--- src/rtl/core/aes_pkg.sv ---
// Shared types, constants and byte-level functions of the AES block cipher.
// Used by aes_ctrl, aes_dp and aes_block_cipher_top; depends on nothing else.
package aes_pkg;

  localparam int BlkW  = 128;
  localparam int WordW = 32;

  // Configuration register indexes.
  localparam logic [2:0] CFG_KEY_SIZE   = 3'd0;
  localparam logic [2:0] CFG_KEY_WORD_0 = 3'd1;
  localparam logic [2:0] CFG_KEY_WORD_1 = 3'd2;
  localparam logic [2:0] CFG_KEY_WORD_2 = 3'd3;
  localparam logic [2:0] CFG_KEY_WORD_3 = 3'd4;

  // The one key size code that has no meaning.
  localparam logic [1:0] KS_RESERVED = 2'd3;

  typedef enum logic [1:0] {
    RK_FIRST,
    RK_MID,
    RK_LAST
  } rnd_kind_t;

  typedef struct packed {
    logic      load_in;
    logic      exp_step;
    logic [5:0] exp_idx;
    logic      sched_set;
    logic      rd_en;
    logic [3:0] rd_row;
    logic      rnd_en;
    rnd_kind_t rnd_kind;
    logic      out_load;
  } aes_cmd_t;

  typedef struct packed {
    logic       sched_valid;
    logic       dec;
    logic [1:0] key_size;
    logic       out_free;
  } aes_sts_t;

  localparam logic [7:0] FWD_SBOX [0:255] = '{
    'h63,'h7c,'h77,'h7b,'hf2,'h6b,'h6f,'hc5,'h30,'h01,'h67,'h2b,'hfe,'hd7,'hab,'h76,
    'hca,'h82,'hc9,'h7d,'hfa,'h59,'h47,'hf0,'had,'hd4,'ha2,'haf,'h9c,'ha4,'h72,'hc0,
    'hb7,'hfd,'h93,'h26,'h36,'h3f,'hf7,'hcc,'h34,'ha5,'he5,'hf1,'h71,'hd8,'h31,'h15,
    'h04,'hc7,'h23,'hc3,'h18,'h96,'h05,'h9a,'h07,'h12,'h80,'he2,'heb,'h27,'hb2,'h75,
    'h09,'h83,'h2c,'h1a,'h1b,'h6e,'h5a,'ha0,'h52,'h3b,'hd6,'hb3,'h29,'he3,'h2f,'h84,
    'h53,'hd1,'h00,'hed,'h20,'hfc,'hb1,'h5b,'h6a,'hcb,'hbe,'h39,'h4a,'h4c,'h58,'hcf,
    'hd0,'hef,'haa,'hfb,'h43,'h4d,'h33,'h85,'h45,'hf9,'h02,'h7f,'h50,'h3c,'h9f,'ha8,
    'h51,'ha3,'h40,'h8f,'h92,'h9d,'h38,'hf5,'hbc,'hb6,'hda,'h21,'h10,'hff,'hf3,'hd2,
    'hcd,'h0c,'h13,'hec,'h5f,'h97,'h44,'h17,'hc4,'ha7,'h7e,'h3d,'h64,'h5d,'h19,'h73,
    'h60,'h81,'h4f,'hdc,'h22,'h2a,'h90,'h88,'h46,'hee,'hb8,'h14,'hde,'h5e,'h0b,'hdb,
    'he0,'h32,'h3a,'h0a,'h49,'h06,'h24,'h5c,'hc2,'hd3,'hac,'h62,'h91,'h95,'he4,'h79,
    'he7,'hc8,'h37,'h6d,'h8d,'hd5,'h4e,'ha9,'h6c,'h56,'hf4,'hea,'h65,'h7a,'hae,'h08,
    'hba,'h78,'h25,'h2e,'h1c,'ha6,'hb4,'hc6,'he8,'hdd,'h74,'h1f,'h4b,'hbd,'h8b,'h8a,
    'h70,'h3e,'hb5,'h66,'h48,'h03,'hf6,'h0e,'h61,'h35,'h57,'hb9,'h86,'hc1,'h1d,'h9e,
    'he1,'hf8,'h98,'h11,'h69,'hd9,'h8e,'h94,'h9b,'h1e,'h87,'he9,'hce,'h55,'h28,'hdf,
    'h8c,'ha1,'h89,'h0d,'hbf,'he6,'h42,'h68,'h41,'h99,'h2d,'h0f,'hb0,'h54,'hbb,'h16};

  localparam logic [7:0] DEC_SBOX [0:255] = '{
    'h52,'h09,'h6a,'hd5,'h30,'h36,'ha5,'h38,'hbf,'h40,'ha3,'h9e,'h81,'hf3,'hd7,'hfb,
    'h7c,'he3,'h39,'h82,'h9b,'h2f,'hff,'h87,'h34,'h8e,'h43,'h44,'hc4,'hde,'he9,'hcb,
    'h54,'h7b,'h94,'h32,'ha6,'hc2,'h23,'h3d,'hee,'h4c,'h95,'h0b,'h42,'hfa,'hc3,'h4e,
    'h08,'h2e,'ha1,'h66,'h28,'hd9,'h24,'hb2,'h76,'h5b,'ha2,'h49,'h6d,'h8b,'hd1,'h25,
    'h72,'hf8,'hf6,'h64,'h86,'h68,'h98,'h16,'hd4,'ha4,'h5c,'hcc,'h5d,'h65,'hb6,'h92,
    'h6c,'h70,'h48,'h50,'hfd,'hed,'hb9,'hda,'h5e,'h15,'h46,'h57,'ha7,'h8d,'h9d,'h84,
    'h90,'hd8,'hab,'h00,'h8c,'hbc,'hd3,'h0a,'hf7,'he4,'h58,'h05,'hb8,'hb3,'h45,'h06,
    'hd0,'h2c,'h1e,'h8f,'hca,'h3f,'h0f,'h02,'hc1,'haf,'hbd,'h03,'h01,'h13,'h8a,'h6b,
    'h3a,'h91,'h11,'h41,'h4f,'h67,'hdc,'hea,'h97,'hf2,'hcf,'hce,'hf0,'hb4,'he6,'h73,
    'h96,'hac,'h74,'h22,'he7,'had,'h35,'h85,'he2,'hf9,'h37,'he8,'h1c,'h75,'hdf,'h6e,
    'h47,'hf1,'h1a,'h71,'h1d,'h29,'hc5,'h89,'h6f,'hb7,'h62,'h0e,'haa,'h18,'hbe,'h1b,
    'hfc,'h56,'h3e,'h4b,'hc6,'hd2,'h79,'h20,'h9a,'hdb,'hc0,'hfe,'h78,'hcd,'h5a,'hf4,
    'h1f,'hdd,'ha8,'h33,'h88,'h07,'hc7,'h31,'hb1,'h12,'h10,'h59,'h27,'h80,'hec,'h5f,
    'h60,'h51,'h7f,'ha9,'h19,'hb5,'h4a,'h0d,'h2d,'he5,'h7a,'h9f,'h93,'hc9,'h9c,'hef,
    'ha0,'he0,'h3b,'h4d,'hae,'h2a,'hf5,'hb0,'hc8,'heb,'hbb,'h3c,'h83,'h53,'h99,'h61,
    'h17,'h2b,'h04,'h7e,'hba,'h77,'hd6,'h26,'he1,'h69,'h14,'h63,'h55,'h21,'h0c,'h7d};

  function automatic logic [7:0] xt(input logic [7:0] x);
    return {x[6:0], 1'b0} ^ (x[7] ? 8'h1b : 8'h00);
  endfunction

  function automatic logic [31:0] sub_word(input logic [31:0] w);
    return {FWD_SBOX[w[31:24]], FWD_SBOX[w[23:16]], FWD_SBOX[w[15:8]], FWD_SBOX[w[7:0]]};
  endfunction

  // SubBytes followed by ShiftRows; byte n of the block sits at [127-8n -: 8].
  function automatic logic [127:0] sub_shift_fwd(input logic [127:0] s);
    logic [127:0] t;
    t = '0;
    for (int c = 0; c < 4; c++) begin
      for (int r = 0; r < 4; r++) begin
        t[127-8*(4*c+r) -: 8] = FWD_SBOX[s[127-8*(4*((c+r)%4)+r) -: 8]];
      end
    end
    return t;
  endfunction

  function automatic logic [127:0] sub_shift_inv(input logic [127:0] s);
    logic [127:0] t;
    t = '0;
    for (int c = 0; c < 4; c++) begin
      for (int r = 0; r < 4; r++) begin
        t[127-8*(4*c+r) -: 8] = DEC_SBOX[s[127-8*(4*((c-r+4)%4)+r) -: 8]];
      end
    end
    return t;
  endfunction

  function automatic logic [127:0] mix_fwd(input logic [127:0] s);
    logic [127:0] t;
    logic [7:0] a0, a1, a2, a3;
    t = '0;
    for (int c = 0; c < 4; c++) begin
      a0 = s[127-32*c -: 8];
      a1 = s[119-32*c -: 8];
      a2 = s[111-32*c -: 8];
      a3 = s[103-32*c -: 8];
      t[127-32*c -: 8] = xt(a0) ^ xt(a1) ^ a1 ^ a2 ^ a3;
      t[119-32*c -: 8] = a0 ^ xt(a1) ^ xt(a2) ^ a2 ^ a3;
      t[111-32*c -: 8] = a0 ^ a1 ^ xt(a2) ^ xt(a3) ^ a3;
      t[103-32*c -: 8] = xt(a0) ^ a0 ^ a1 ^ a2 ^ xt(a3);
    end
    return t;
  endfunction

  function automatic logic [7:0] mul9(input logic [7:0] x);
    return xt(xt(xt(x))) ^ x;
  endfunction

  function automatic logic [7:0] mulb(input logic [7:0] x);
    return xt(xt(xt(x))) ^ xt(x) ^ x;
  endfunction

  function automatic logic [7:0] muld(input logic [7:0] x);
    return xt(xt(xt(x))) ^ xt(xt(x)) ^ x;
  endfunction

  function automatic logic [7:0] mule(input logic [7:0] x);
    return xt(xt(xt(x))) ^ xt(xt(x)) ^ xt(x);
  endfunction

  function automatic logic [127:0] mix_inv(input logic [127:0] s);
    logic [127:0] t;
    logic [7:0] a0, a1, a2, a3;
    t = '0;
    for (int c = 0; c < 4; c++) begin
      a0 = s[127-32*c -: 8];
      a1 = s[119-32*c -: 8];
      a2 = s[111-32*c -: 8];
      a3 = s[103-32*c -: 8];
      t[127-32*c -: 8] = mule(a0) ^ mulb(a1) ^ muld(a2) ^ mul9(a3);
      t[119-32*c -: 8] = mul9(a0) ^ mule(a1) ^ mulb(a2) ^ muld(a3);
      t[111-32*c -: 8] = muld(a0) ^ mul9(a1) ^ mule(a2) ^ mulb(a3);
      t[103-32*c -: 8] = mulb(a0) ^ muld(a1) ^ mul9(a2) ^ mule(a3);
    end
    return t;
  endfunction

endpackage

--- src/rtl/core/aes_ctrl.sv ---
// Sequencer of the AES block cipher: key expansion, round stepping and result hand-off.
// Depends on aes_pkg; drives the command struct of aes_dp and reads its status.
module aes_ctrl (
  input  logic              clk,
  input  logic              rst_n,
  input  logic              in_valid,
  output logic              in_stall,
  input  aes_pkg::aes_sts_t sts,
  output aes_pkg::aes_cmd_t cmd
);
  import aes_pkg::*;

  typedef enum logic [2:0] {
    ST_IDLE,
    ST_EXPAND,
    ST_PREP,
    ST_ROUND,
    ST_DONE
  } state_t;

  state_t     state_r, state_nxt;
  logic [5:0] idx_r, idx_nxt;
  logic [3:0] rnd_r, rnd_nxt;
  logic [3:0] nr;
  logic [5:0] last_idx;

  assign nr       = {1'b0, sts.key_size, 1'b0} + 4'd10;
  assign last_idx = {nr, 2'b11};
  assign in_stall = (state_r != ST_IDLE);

  always_comb begin
    state_nxt = state_r;
    idx_nxt   = idx_r;
    rnd_nxt   = rnd_r;
    cmd       = '0;
    cmd.exp_idx  = idx_r;
    cmd.rnd_kind = RK_MID;
    unique case (state_r)
      ST_IDLE: begin
        if (in_valid) begin
          cmd.load_in = 1'b1;
          idx_nxt     = '0;
          state_nxt   = sts.sched_valid ? ST_PREP : ST_EXPAND;
        end
      end
      ST_EXPAND: begin
        cmd.exp_step = 1'b1;
        idx_nxt      = idx_r + 6'd1;
        if (idx_r == last_idx) begin
          cmd.sched_set = 1'b1;
          state_nxt     = ST_PREP;
        end
      end
      ST_PREP: begin
        cmd.rd_en  = 1'b1;
        cmd.rd_row = sts.dec ? nr : 4'd0;
        rnd_nxt    = '0;
        state_nxt  = ST_ROUND;
      end
      ST_ROUND: begin
        cmd.rnd_en = 1'b1;
        if (rnd_r == 4'd0) begin
          cmd.rnd_kind = RK_FIRST;
        end else if (rnd_r == nr) begin
          cmd.rnd_kind = RK_LAST;
        end
        if (rnd_r != nr) begin
          cmd.rd_en  = 1'b1;
          cmd.rd_row = sts.dec ? (nr - rnd_r - 4'd1) : (rnd_r + 4'd1);
          rnd_nxt    = rnd_r + 4'd1;
        end else begin
          state_nxt = ST_DONE;
        end
      end
      ST_DONE: begin
        if (sts.out_free) begin
          cmd.out_load = 1'b1;
          state_nxt    = ST_IDLE;
        end
      end
      default: state_nxt = ST_IDLE;
    endcase
  end

  always_ff @(posedge clk) begin
    if (!rst_n) begin
      state_r <= ST_IDLE;
      idx_r   <= '0;
      rnd_r   <= '0;
    end else begin
      state_r <= state_nxt;
      idx_r   <= idx_nxt;
      rnd_r   <= rnd_nxt;
    end
  end

  a_round_needs_schedule: assert property (@(posedge clk) disable iff (!rst_n)
    (state_r == ST_ROUND) |-> sts.sched_valid)
    else $error("round started without an expanded key schedule");

  a_load_into_free_slot: assert property (@(posedge clk) disable iff (!rst_n)
    cmd.out_load |-> sts.out_free)
    else $error("result loaded over an unaccepted result");

  a_round_count_bound: assert property (@(posedge clk) disable iff (!rst_n)
    (state_r == ST_ROUND) |-> (rnd_r <= nr))
    else $error("round counter ran past the last round");

endmodule

--- config.mk ---
export PLATFORM = sky130hd
export DESIGN_NAME = aes_ctrl
export DESIGN_NICKNAME = d
export VERILOG_FILES = /design/src/rtl/core/aes_pkg.sv /design/src/rtl/core/aes_ctrl.sv
export SDC_FILE = /design/constraint.sdc
export NUM_CORES = 1
export LEC_CHECK = 0
export ABC_AREA = 1
export ABC_CLOCK_PERIOD_IN_PS = 1750
export BUFFER_PORTS_ARGS = -buffer_cell sky130_fd_sc_hd__buf_2
export CAP_MARGIN = 40
export CORE_AREA = 2 2 47 49
export DETAILED_ROUTE_END_ITERATION = 8
export DIE_AREA = 0 0 49 51
export PLACE_DENSITY = 0.72
export SLEW_MARGIN = 5
export SYNTH_ARGS = -nofsm -noshare
export SYNTH_HDL_FRONTEND = slang
export SYNTH_SLANG_ARGS = --single-unit
--- constraint.sdc ---
create_clock -name clk -period 1.75 [get_ports clk]
set_input_delay 0.2625 -clock clk [delete_from_list [all_inputs] [get_ports clk]]
set_output_delay 0.2625 -clock clk [all_outputs]
set_load 0.005 [all_outputs]
==> results.yml <==
sta:
  setup-violations-final: 6
  slew_violations: 0
  hold_slack_ns: 0.307
  finalWorstPathRequiredPeriod_ns: 1.89
  worst_slew_margin_relative_to_its_limit_pct: 80.8
  grt_setup_unrepaired: "true"
  timing_worst_slew_pin_value_ns: 0.288
  period_share_pct: 108
  max_frequency_mhz: 530
  finalClockSkew_ns: 0.00167
  finalHoldViolCount: 0
  setup_slack_ns: -0.136
yosys:
  synth.lib_cells_used.distinct: 22
  synth_area_um2: 960
  syn_avg_cell_area_um2: 6.31
  synth-seq-cells: 13
  yosysSeqAreaShare_pct: 27.1
  postSynthNetCount: 167
  syn_inst: 152
  yosys_warnings: 0
cells_and_area:
  final_common_cell: "sky130_fd_sc_hd__nand2_1"
  area.growth.synth_to_final_pct: 38.3
  insertedDiodeCount: 0
  fin_nets: 212
  layout.cells.most_common_list: "sky130_fd_sc_hd__nand2_1 (34), sky130_fd_sc_hd__buf_2 (26), sky130_fd_sc_hd__inv_1 (22)"
  drive_above_1_share_pct: 34.7
  final_cell_count_no_fill: 224
worst_setup_path:
  crit_required_ns: 1.49
  worst_setup_path_startpoint: "rnd_r[1]$_SDFFE_PN0P_"
  worstPathMaxFanout: 2
  reg2reg_from: "rnd_r[2]$_SDFFE_PN0P_"
  worst_ep_arrival_time_ns: 1.62
  cp-end-kind: "output pin"
  setup.worst_path.start_class: "register"
  critical_path_class: "reg2out"
placement:
  port_buffers: 26
  post-dp-hpwl_um: 1790
  rd_place_congestion: 0.866
  dp.cells: 214
floorplanning:
  chipWidth_um: 49
  die_h_um: 51
  std_cell_rows: 17
  design.die.area_um2: 2500
  num_io_pins: 27
  core_area_um2: 2060
  floorplan.initialDensity_pct: 46.5
run_status:
  failed_checks: "negative setup slack"
  status: "complete, but fails checks"
drt:
  wire_per_inst_um: 10.8
  drt_first_pass_iters: 5
  drc: 0
  vias_per_cell: 4.94
  drt_wirelength_um: 2430
  remaining_antenna_violation_count: 0
  route.vias.total: 1107
  initial_drc_count: 15
clock_tree:
  cts_htree_levels: 1
  cts_tree: "built"
  max-clock-path-buffers: 2
  clock_insertion_delay_worst_skew_ns: 0.27
  clk_transition_reported_paths_ns: 0.08
  clockRootBuffer: "sky130_fd_sc_hd__clkbuf_4"
  numCtsBuffers: 3
  hold_buffers: 0
  clock_sink_count: 13
job:
  drv_cap: 0
grt:
  grt.overflow.total: 0
  track_usage_pct: 21.0
  first_pass_grt_wire_length_um: 4120
  number_of_global_route_vias_before_repair: 979
  initial_antenna_violation_count: 0
  grt_max_degree: 11
power_and_ir_drop:
  irDropWorstVdd_v: 0.000725
  power.total_mw: 1.72
  pd_cells_nw_per_um2: 1300
  power_leakage_nw: 0.656
hold_path:
  hold_path.class: "in2reg"
  min_from: "sts[0]"
-- layer usage --
metal | share of wire [%] | vias to the layer above | global-route usage (%) | wire length (µm)
met3 | 4.9 | 2 | 2.92 | 120
met4 | 0.66 | 0 | 7.14 | 16
met2 | 49 | 30 | 37.7 | 1190
li1 | - | 574 | - | -
met1 | 45 | 501 | 25.9 | 1100
met5 | 0 | - | 0 | 0
-- where the power goes --
part	internal (mW)	switching, mW
logic	0.473	0.592
registers	0.377	0.0939
clock network	0.0881	0.0993
total	0.938	0.785
-- synthesized netlist by cell type --
library cell / n / area [µm²]
sky130_fd_sc_hd__a21oi_1: 11 / 55.1
sky130_fd_sc_hd__dfxtp_1: 13 / 260
sky130_fd_sc_hd__fa_1: 1 / 20.0
sky130_fd_sc_hd__ha_1: 6 / 75.1
sky130_fd_sc_hd__inv_1: 26 / 97.6
sky130_fd_sc_hd__nand2_1: 35 / 131
sky130_fd_sc_hd__nand2_2: 2 / 12.5
sky130_fd_sc_hd__nand2_4: 1 / 11.3
sky130_fd_sc_hd__nand3_1: 10 / 50.1
sky130_fd_sc_hd__nand4_1: 2 / 12.5
sky130_fd_sc_hd__nor2_1: 22 / 82.6
sky130_fd_sc_hd__nor2_2: 1 / 6.26
sky130_fd_sc_hd__nor2_4: 1 / 11.3
sky130_fd_sc_hd__nor3_4: 1 / 16.3
sky130_fd_sc_hd__nor4_1: 1 / 6.26
sky130_fd_sc_hd__o21a_1: 1 / 7.51
sky130_fd_sc_hd__o21ai_0: 12 / 60.1
sky130_fd_sc_hd__o21ai_1: 1 / 5.00
sky130_fd_sc_hd__o22ai_1: 1 / 6.26
sky130_fd_sc_hd__or2_2: 1 / 6.26
sky130_fd_sc_hd__xnor2_1: 2 / 17.5
sky130_fd_sc_hd__xor2_1: 1 / 8.76
-- critical path: stages, from the launching register on --
cell and delay [ns]:
sky130_fd_sc_hd__dfxtp_2 0.35, sky130_fd_sc_hd__inv_2 0.06, sky130_fd_sc_hd__ha_4 0.15, sky130_fd_sc_hd__fa_2 0.52, sky130_fd_sc_hd__o21ai_2 0.05, sky130_fd_sc_hd__o21ai_1 0.11
sky130_fd_sc_hd__buf_2 0.12
-- kinds of logic (layout without fill, tap and decap cells) --
family | Yosys count | count (layout) | synth area share [%]
AO/OA/AOI/OAI | 26 | 26 | 14.0
XOR/XNOR | 3 | 3 | 2.74
adder cells (fa/ha/maj) | 7 | 7 | 9.91
buffers and inverters | 26 | 70 | 10.2
flip-flops | 13 | 13 | 27.1
AND/OR/NAND/NOR | 77 | 77 | 36.1
-- final timing paths --
path / end / slack [ns] / cells past startpoint
max: cmd[6] / -0.14 / 6
min: state_r[2]$_SDFFE_PN0P_ / 0.31 / 4
max reg2reg: state_r[0]$_SDFFE_PN0P_ / 0 / 11
min reg2reg: idx_r[0]$_SDFFE_PN0P_ / 0.49 / 1
-- flip-flops by register name, indices dropped and copies added, names as in the netlist --
name     count
state_r      3
idx_r        6
rnd_r        4
-- repair_timing --
item / in CTS / in global routing
pin swaps: 5 / 4
gates resized for setup: 11 / 13
endpoints found under the setup margin: 7 / 12
setup buffers: 1 / 5
hold endpoints to repair: 0 / 0
-- metrics by stage --
step	setup TNS (ns)	utilization [%]	worst slack, ns	instance area, µm²
after global routing	-1.29	64.3	-0.230	1330
after floorplan	0	-	0.0767	960
after CTS	-0.709	60.9	-0.166	1260
after detailed placement	-1.44	57.4	-0.230	1180
after global placement	-0.926	57.4	-0.185	1180
final	-0.436	64.3	-0.136	1330
-- layout make-up --
type | count | area [µm²]
Fill cell | 219 | 736
Multi-Input combinational cell | 113 | 664
Sequential cell | 13 | 265
Timing Repair Buffer | 40 | 239
Inverter | 26 | 97.6
Tap cell | 28 | 35.0
Clock buffer | 4 | 26.3
Note: power is estimated with default switching activity, not from simulation.
